===== src/rtl/core/dht_ram.sv =====
// ----------------------------------------------------------------------------
// Generic simple dual-port RAM
// One write port and one read port with a registered read.
// ----------------------------------------------------------------------------
`default_nettype none

module dht_ram #(
    parameter int unsigned WIDTH = 8,
    parameter int unsigned DEPTH = 16
) (
    input  wire logic                     i_clk,
    input  wire logic                     i_we,
    input  wire logic [$clog2(DEPTH)-1:0] i_waddr,
    input  wire logic [WIDTH-1:0]         i_wdata,
    input  wire logic                     i_re,
    input  wire logic [$clog2(DEPTH)-1:0] i_raddr,
    output logic      [WIDTH-1:0]         o_rdata
);

    logic [WIDTH-1:0] r_mem [DEPTH];

    // Write port.
    always_ff @(posedge i_clk) begin
        if (i_we) begin
            r_mem[i_waddr] <= i_wdata;
        end
    end

    // Registered read port.
    always_ff @(posedge i_clk) begin
        if (i_re) begin
            o_rdata <= r_mem[i_raddr];
        end
    end

endmodule

`default_nettype wire


===== config.mk =====
export PLATFORM = sky130hd
export DESIGN_NAME = dht_ram
export DESIGN_NICKNAME = d
export VERILOG_FILES = /design/src/rtl/core/dht_ram.sv
export SDC_FILE = /design/constraint.sdc
export NUM_CORES = 1
export LEC_CHECK = 0
export ABC_AREA = 1
export BUFFER_PORTS_ARGS = -buffer_cell sky130_fd_sc_hd__buf_2
export CAP_MARGIN = 20
export CORE_ASPECT_RATIO = 1.25
export CORE_MARGIN = 3
export CORE_UTILIZATION = 30
export DETAILED_ROUTE_END_ITERATION = 8
export PLACE_DENSITY_LB_ADDON = 0.12
export SLEW_MARGIN = 30
export SYNTH_ARGS = -nofsm -noshare
export SYNTH_HDL_FRONTEND = slang
export SYNTH_SLANG_ARGS = --single-unit
export TNS_END_PERCENT = 20

===== constraint.sdc =====
create_clock -name i_clk -period 2.4 [get_ports i_clk]
set_input_delay 0.24 -clock i_clk [delete_from_list [all_inputs] [get_ports i_clk]]
set_output_delay 0.24 -clock i_clk [all_outputs]
set_load 0.02 [all_outputs]

-- Yosys cells after proc, flatten, opt, wreduce, memory -nomap -nowiden
Memory sizes are Yosys's and may differ from the RTL's. A register that Yosys moved wholly into a read port is not among the register bits.
Cells that the tools add are included.
- logic and storage cells: 3
- register bits after elaboration: 0
- memories kept: 1
- input port bits: 19
- RAM bits: 128
- output and inout bits: 8
- memory list (name ; words ; width ; rd ports ; clocked after memory_dff ; write ports ; RTL line ; RTL):
    r_mem ; 16 ; 8 ; 1 ; 1 ; 1 ; 20 ; logic [WIDTH-1:0] r_mem [DEPTH];
- multiplexer cells: 2
- operator list (operator ; number):
    $mux 1 ; 2

-- Depth between registers and ports, before layout
Gate-level depths: netlist of the first run.
- depth after elaboration: 2
- gate-level depth with buffers: 8
- mapped depth without buffers: 7

-- Worst setup path before layout of the first run
No wires, ideal clock.
- kind: input -> register
- from: input i_waddr[2]
- to: memory r_mem[10][0] (enable)
- library setup time: 0.370 ns
- arrival time: 0.821 ns
- stages: 2
- required time: 2.030 ns
- buffers on the path: 0
- path slack: 1.209 ns
- cell sequence: nand3b_1 > nor2_1
- RTL lines (element ; RTL line ; RTL):
    from (decl) ; 13 ; input wire logic [$clog2(DEPTH)-1:0] i_waddr,
    to (decl) ; 20 ;
Straight into the memory's write port.

==> results of run 1 <==
flip-flops by register name, indices dropped and copies added, names as in the netlist:
signal and cells:
o_rdata 8, r_mem 128
metal layers:
layer  vias up  GRT usage (%)  wire, um
li1       1837              -         -
met1      1881           20.3      6760
met2       106           24.6      7640
met3        26           3.55       632
met4         0           6.55       418
met5         -              0         0
layout make-up:
cell class                 instances  area (sq um)  area share (%)
clock buffer                      18           429            6.36
sequential                       136          4080            60.5
multi-input combinational        289          1210            18.0
tap                              232           290            4.30
timing repair buffer              34           215            3.19
inverter                         102           383            5.67
clock inverter                    14           133            1.97
report_power, final:
group          internal [mW]  leakage (nW)  switching (mW)  total, mW
clock network           1.51         0.271           0.959       2.47
logic                 0.0886          1.35           0.256      0.344
registers               2.68          1.24          0.0161       2.69
total                   4.28          2.85            1.23       5.51
worst register-to-register path: stages (launching register included):
cell	delay (ps)
edfxtp_1	360
inv_1	60
nand2_1	40
nand3_1	170
nand3_1	140
nand3_1	130
nand2_1	50
through the flow:
step | utilization, % | instance area, sq um | cells
after floorplan | - | 5850 | 551
after global placement | 32.7 | 6190 | 793
after detailed placement | 32.7 | 6190 | 793
after CTS | 35.7 | 6750 | 825
after global routing | 35.7 | 6750 | 825
final | 35.7 | 6750 | 825
synthesized netlist by cell type:
master	number
buf_1	1
buf_2	13
buf_4	4
buf_6	6
edfxtp_1	136
inv_1	100
inv_2	2
nand2_1	173
nand3_1	97
nand3b_1	2
nor2_1	17
worst paths after layout:
| check | startpoint | end | slack (ps) | cells past startpoint |
|---|---|---|---|---|
| worst min-delay path | i_re | o_rdata[4]$_DFFE_PP_ | 200 | 1 |
| worst max register to register | r_mem[11][4]$_DFFE_PP_ | o_rdata[4]$_DFFE_PP_ | 1220 | 6 |
| worst max-delay path | i_raddr[1] | o_rdata[0]$_DFFE_PP_ | 760 | 6 |
| worst min register to register | r_mem[10][7]$_DFFE_PP_ | o_rdata[7]$_DFFE_PP_ | 770 | 6 |
logic make-up (layout without fill, tap and decap cells):
kind of cell	count (synthesis)	after routing	share of synthesized area [%]
buffers and inverters	126	168	9.39
flip-flops	136	136	69.8
AND/OR/NAND/NOR	289	289	20.8
==> flow_metrics.tcl, run 1 <==
set metrics [dict create \
    outcome "completed" \
    worst-path-buf-inv 2 \
    final_nets 599 \
    overflow 0 \
    cp_common_cell "nand3_1" \
    grt_usage_pct 15.5 \
    fp.coreArea_sq_um 18900 \
    syn_inst 551 \
    drt-total-wl_um 15500 \
    grt_max_degree 65 \
    setup_violations 0 \
    cts_tree "built" \
    rsz0062_at_grt "false" \
    numCtsBuffers 17 \
    gp_congestion 0.862 \
    pre_cts_ws_ps 346 \
    hold_ws_ps 195 \
    worstPathRequired_ps 2570 \
    finalHoldViolations 0 \
    die_width_um 131 \
    synth-seq-cells 136 \
    syn_to_final_growth_pct 15.4 \
    vias_per_cell 4.67 \
    cts.sinks 136 \
    diodes 0 \
    startpoint_type "primary input" \
    finalClockSkew_ps 5.70 \
    postCtsSetupRepairBufs 0 \
    slew_headroom_pct 35.5 \
    slew_viol_final 0 \
    hold_buffers 0 \
    syn-num-nets 570 \
    ys_top_cells_by_area "edfxtp_1, nand2_1, nand3_1" \
    fin_crit_ps 1640 \
    post-dp-hpwl_um 10200 \
    drive_above_1_share_pct 11.0 \
    route.detailed.drc 0 \
    peakVddDrop_mv 0.348 \
    avgSynthCellArea_sq_um 10.6 \
    worstSetupEndpointType "flip-flop" \
    crit_arrival_ps 1820 \
    n_fill_cell 1917 \
    cts_resized 0 \
    wl_per_cell_um 18.7 \
    setup_ws_ps 756 \
    io-pin-count 27 \
    rows 56 \
    worstMarginPinSlew_ps 964 \
    critPathTopFamily "buffers and inverters" \
    portBuffers 26 \
    period_share_pct 68.5 \
    power.density_nw_per_um2 816 \
    via_count 3850 \
    synthDistinctLibCells 11 \
    finalPower_mw 5.51 \
    insertion_delay_ps 420 \
    cts_max_path_buffers 2 \
    clockRootBuffer "clkbuf_16" \
    worstPathCellList "buf_2 > inv_2 > nand3_1 > nand3_1 > nand3_1 > nand2_1" \
    yosysTopAreaCellShare_pct 69.8 \
    initial_core_util_pct 30.9 \
    synth.yosys.warnings 0 \
    htreeDepth 4 \
    die_area_sq_um 21200 \
    drt_iter0_markers 300 \
    die_y_um 162 \
    ant_nets 0 \
    hp-class "primary input to flip-flop" \
    cellLeakagePower_nw 2.85 \
    first_pass_iters 4 \
    max_stage_delay_ps 520 \
    final_common_cell "nand2_1" \
    antenna_found_initial 0 \
    path_class "primary input to flip-flop" \
    cp_max_fo 33 \
    fmax_mhz 608 \
    crit_slowest_cell "buf_2" \
    yosysTopAreaCell "edfxtp_1" \
    netlist_area_sq_um 5850 \
    grt_pass1_wl_um 23500 \
    path_clk_slew_ps 60 \
    grt_pass1_vias 3928 \
    drv_cap 0 \
    layout_common_cells "nand2_1, edfxtp_1, inv_1" \
    tns_ps 0 \
    ys_seq_area_share_pct 69.8 \
]
No activity file was read; power rests on OpenSTA's default activity.
==> run 2: changes to the inputs <==
==> constraint.sdc (replaced) <==
create_clock -name i_clk -period 1.4 [get_ports i_clk]
set_input_delay 0.14 -clock i_clk [delete_from_list [all_inputs] [get_ports i_clk]]
set_output_delay 0.14 -clock i_clk [all_outputs]
set_load 0.02 [all_outputs]
==> flow_metrics.tcl, run 2 (synthesis results as in run 1) <==
set metrics [dict create \
    path_clk_slew_ps 60 \
    drv_cap 0 \
    pre_cts_ws_ps -54.5 \
    cp_max_fo 1 \
    htreeDepth 4 \
    via_count 3844 \
    grt_max_degree 42 \
    worst-path-buf-inv 1 \
    cts_resized 0 \
    initial_core_util_pct 30.9 \
    worstPathCellList "buf_2" \
    wl_per_cell_um 17.8 \
    grt_pass1_vias 3977 \
    n_fill_cell 1861 \
    hold_buffers 0 \
    cts_max_path_buffers 2 \
    crit_slowest_cell "edfxtp_1" \
    rsz0062_at_grt "false" \
    max_stage_delay_ps 460 \
    antenna_found_initial 0 \
    drt-total-wl_um 15100 \
    slew_headroom_pct 58.5 \
    vias_per_cell 4.52 \
    numCtsBuffers 17 \
    swShare_pct 20.8 \
    outcome "completed" \
    die_area_sq_um 21200 \
    postCtsSetupRepairBufs 0 \
    p_seq_share_pct 45.2 \
    diodes 0 \
    worstSetupEndpointType "output port" \
    fin_cells 850 \
    clockPowerShare_pct 48.7 \
    reg_top3 "r_mem: 128 flops, o_rdata: 8 flops" \
    first_pass_iters 5 \
    largest-register "r_mem" \
    worstMarginPinSlew_ps 622 \
    slew_viol_final 0 \
    path_class "flip-flop to output port" \
    p_int_mw 8.09 \
    fin_crit_ps 1220 \
    clockRootBuffer "clkbuf_16" \
    largest_reg_flops 128 \
    drt_iter0_markers 282 \
    placedCellCount 818 \
    hp-class "primary input to flip-flop" \
    finalHoldViolations 0 \
    route.detailed.drc 0 \
    finalClockSkew_ps 3.30 \
    hold_start "i_re" \
    cts.sinks 136 \
    layout_common_cells "nand2_1, edfxtp_1, inv_1" \
    final_common_cell "nand2_1" \
    grt_pass1_wl_um 23400 \
    grt_usage_pct 15.2 \
    hold_ws_ps 102 \
    power.density_nw_per_um2 1450 \
    gp_congestion 0.789 \
    fmax_mhz 818 \
    peakVddDrop_mv 0.785 \
    period_share_pct 87.3 \
    die_width_um 131 \
    startpoint_type "flip-flop" \
    combPwrFrac_pct 6.1 \
    syn_to_final_growth_pct 20.7 \
    cellLeakagePower_nw 3.02 \
    portBuffers 26 \
    worstSetupStartpoint "o_rdata[3]$_DFFE_PP_" \
    cts_tree "built" \
    setup_ws_ps 178 \
    worstPathRequired_ps 1260 \
    rows 56 \
    setup_violations 0 \
    crit_arrival_ps 1080 \
    overflow 0 \
    fp.coreArea_sq_um 18900 \
    critPathTopFamily "flip-flops" \
    switching_power_mw 2.12 \
    post-dp-hpwl_um 9880 \
    insertion_delay_ps 410 \
    io-pin-count 27 \
    r2r_start "r_mem[5][3]$_DFFE_PP_" \
    drive_above_1_share_pct 14.6 \
    final_nets 624 \
    die_y_um 162 \
    ant_nets 0 \
]
==> run 2: cell count changes in the layout (fill, tap and decap cells not counted), moves of 2 or more <==
cell	before	now
buf_12	2	4
buf_4	6	29
bufinv_16	2	6
clkinv_2	5	2
==> run 2: power by group through the flow <==
stage	combinational [mW]	sequential (mW)	clock, mW
2_1_floorplan	0.322	4.72	0
3_3_place_gp	0.633	4.70	0
3_5_place_dp	0.638	4.70	0
4_1_cts	0.640	4.62	5.07
5_1_grt	0.701	4.62	5.26
6_report	0.620	4.61	4.97
==> run 2: final cells by class <==
type / instances / area, sq um / share of cell area, %
clock buffer: 17 / 425 / 6.03
sequential: 136 / 4080 / 57.9
timing repair buffer: 59 / 428 / 6.06
inverter: 102 / 383 / 5.43
multi-input combinational: 289 / 1210 / 17.2
tap: 232 / 290 / 4.11
clock inverter: 15 / 231 / 3.28
==> run 2: metal layers <==
| metal | part of all wire [%] | global-route usage, % | up-vias |
|---|---|---|---|
| met1 | 43 | 19.7 | 1858 |
| met2 | 50 | 25.2 | 77 |
| met3 | 4.0 | 3.06 | 23 |
| met4 | 2.5 | 5.57 | 0 |
| li1 | - | - | 1886 |
| met5 | 0 | 0 | - |
==> run 2: through the flow <==
step | TNS (ps) | util [%] | cell area [sq um] | power (mW)
after floorplan | 0 | - | 5850 | 5.04
after global placement | -128 | 33.8 | 6400 | 5.34
after detailed placement | -290 | 33.8 | 6400 | 5.34
after CTS | 0 | 37.3 | 7060 | 10.3
after global routing | 0 | 37.3 | 7060 | 10.6
final | 0 | 37.3 | 7060 | 10.2
==> run 2: path summary, 6_finish.rpt <==
path,end,slack (ps),depth (start not counted)
hold reg to reg,o_rdata[4]$_DFFE_PP_,750,6
setup reg to reg,o_rdata[3]$_DFFE_PP_,180,6
setup / recovery,o_rdata[3],180,1
hold / removal,o_rdata[5]$_DFFE_PP_,100,1
==> run 3: changes to the inputs <==
--- a/config.mk
+++ b/config.mk
@@ -12,6 +12,7 @@
 export CORE_MARGIN = 3
 export CORE_UTILIZATION = 30
 export DETAILED_ROUTE_END_ITERATION = 8
+export GPL_TIMING_DRIVEN = 0
 export PLACE_DENSITY_LB_ADDON = 0.12
 export SLEW_MARGIN = 30
 export SYNTH_ARGS = -nofsm -noshare
==> flow_metrics.tcl, run 3 (synthesis results as in run 1) <==
set metrics [dict create \
    io-pin-count 27 \
    initial_core_util_pct 30.9 \
    n_fill_cell 1889 \
    finish.instance_area_sq_um 6780 \
    layout_common_cells "nand2_1, edfxtp_1, inv_1" \
    syn_to_final_growth_pct 15.9 \
    startpoint_type "flip-flop" \
    worstPathRequired_ps 1570 \
    grt_pass1_wl_um 23400 \
    clockRootBuffer "clkbuf_16" \
    p_int_mw 7.32 \
    reg_top3 "r_mem: 128 flops, o_rdata: 8 flops" \
    cellLeakagePower_nw 2.88 \
    grt_usage_pct 15.6 \
    swShare_pct 21.6 \
    fp.coreArea_sq_um 18900 \
    period_share_pct 86.4 \
    power.density_nw_per_um2 1380 \
    setup_violations 0 \
    fmax_mhz 827 \
    worstMarginPinSlew_ps 922 \
    grt_pass1_vias 3816 \
    seq_area_sq_um 4080 \
    vias_per_cell 4.57 \
    switching_power_mw 2.02 \
    gp_congestion 0.846 \
    fin_crit_ps 1210 \
    hold_buffers 0 \
    worstSetupEndpointType "flip-flop" \
    max_stage_delay_ps 360 \
    numCtsBuffers 17 \
    htreeDepth 4 \
    path_clk_slew_ps 60 \
    cts_max_path_buffers 2 \
    overflow 0 \
    p_seq_share_pct 49.4 \
    finalPower_mw 9.33 \
    ant_nets 0 \
    cp_max_fo 1 \
    route.detailed.drc 0 \
    drt-total-wl_um 15300 \
    first_pass_iters 5 \
    diodes 0 \
    final_nets 612 \
    drive_above_1_share_pct 11.3 \
    antenna_found_initial 0 \
    path_class "flip-flop to flip-flop" \
    largest-register "r_mem" \
    largest_reg_flops 128 \
    drt_iter0_markers 312 \
    postCtsSetupRepairBufs 0 \
    crit_arrival_ps 1380 \
    wl_per_cell_um 18.3 \
    post-dp-hpwl_um 10600 \
    combPwrFrac_pct 6.7 \
    via_count 3813 \
    outcome "completed" \
    slew_headroom_pct 38.3 \
    cp_common_cell "nand3_1" \
    cts_tree "built" \
    crit_slowest_cell "edfxtp_1" \
    rsz0062_at_grt "false" \
    rows 56 \
    finalHoldViolations 0 \
    cts_resized 0 \
    worstPathCellList "inv_1 > nand2_1 > nand3_1 > nand3_1 > nand3_1 > nand2_1" \
    portBuffers 23 \
    slew_viol_final 0 \
    final_common_cell "nand2_1" \
    die_y_um 162 \
    peakVddDrop_mv 0.774 \
    cts.sinks 136 \
    clockPowerShare_pct 43.9 \
    die_area_sq_um 21200 \
    grt_max_degree 17 \
    multi_input_area_sq_um 1210 \
    drv_cap 0 \
    place_area_sq_um 6250 \
    insertion_delay_ps 420 \
    hp-class "primary input to flip-flop" \
    finalClockSkew_ps 5.32 \
    die_width_um 131 \
]
==> run 3: changes by cell type in the layout (fill, tap and decap cells not counted), sizes merged <==
cell / change
buf: -12
bufinv: -4
clkinvlp: -4
clkbuf: +5
==> run 3: path summary, 6_finish.rpt <==
path,startpoint,to,slack (ps),cells after the start
worst max-delay path,r_mem[0][4]$_DFFE_PP_,o_rdata[4]$_DFFE_PP_,190,6
worst min-delay path,i_re,o_rdata[0]$_DFFE_PP_,90,1
worst max register to register,r_mem[0][4]$_DFFE_PP_,o_rdata[4]$_DFFE_PP_,190,6
worst min register to register,r_mem[12][2]$_DFFE_PP_,o_rdata[2]$_DFFE_PP_,760,6
==> run 3: through the flow <==
step / TNS [ps] / hold slack, ps / setup WS [ps] / utilization [%] / std cells
final: 0 / 88.2 / 191 / 35.8 / 835
after detailed placement: -17490 / 529 / -261 / 33.0 / 806
after floorplan: 0 / 239 / 309 / - / 551
after global routing: 0 / 89.8 / 88.1 / 35.8 / 835
after CTS: 0 / 84.6 / 188 / 35.8 / 835
after global placement: -16030 / 521 / -293 / 33.0 / 806
==> run 3: critical path, delay by kind of cell, from the launching register on <==
family / cells / cell delay, ps
flip-flops: 1 / 360
buffers and inverters: 1 / 60
AND/OR/NAND/NOR: 5 / 540
==> run 3: layout make-up <==
cell class	instances	area share, %
sequential	136	60.3
multi-input combinational	289	17.9
clock buffer	22	6.55
inverter	102	5.65
tap	232	4.28
buffer	24	2.46
timing repair buffer	23	1.70
clock inverter	7	1.18
==> run 3: metal layers <==
metal	track usage, %	up-vias	wire [um]	share of wire, %
li1	-	1867	-	-
met1	19.8	1812	6450	42
met2	25.8	104	7660	50
met3	3.36	30	703	4.6
met4	6.64	0	490	3.2
met5	0	-	0	0
==> run 3: power groups by stage <==
stage,Combinational (mW),Clock [mW],Sequential (mW)
after floorplan,0.322,0,4.72
after global placement,0.633,0,4.69
after detailed placement,0.637,0,4.69
after CTS,0.638,4.18,4.61
after global routing,0.703,4.37,4.62
final,0.623,4.10,4.61
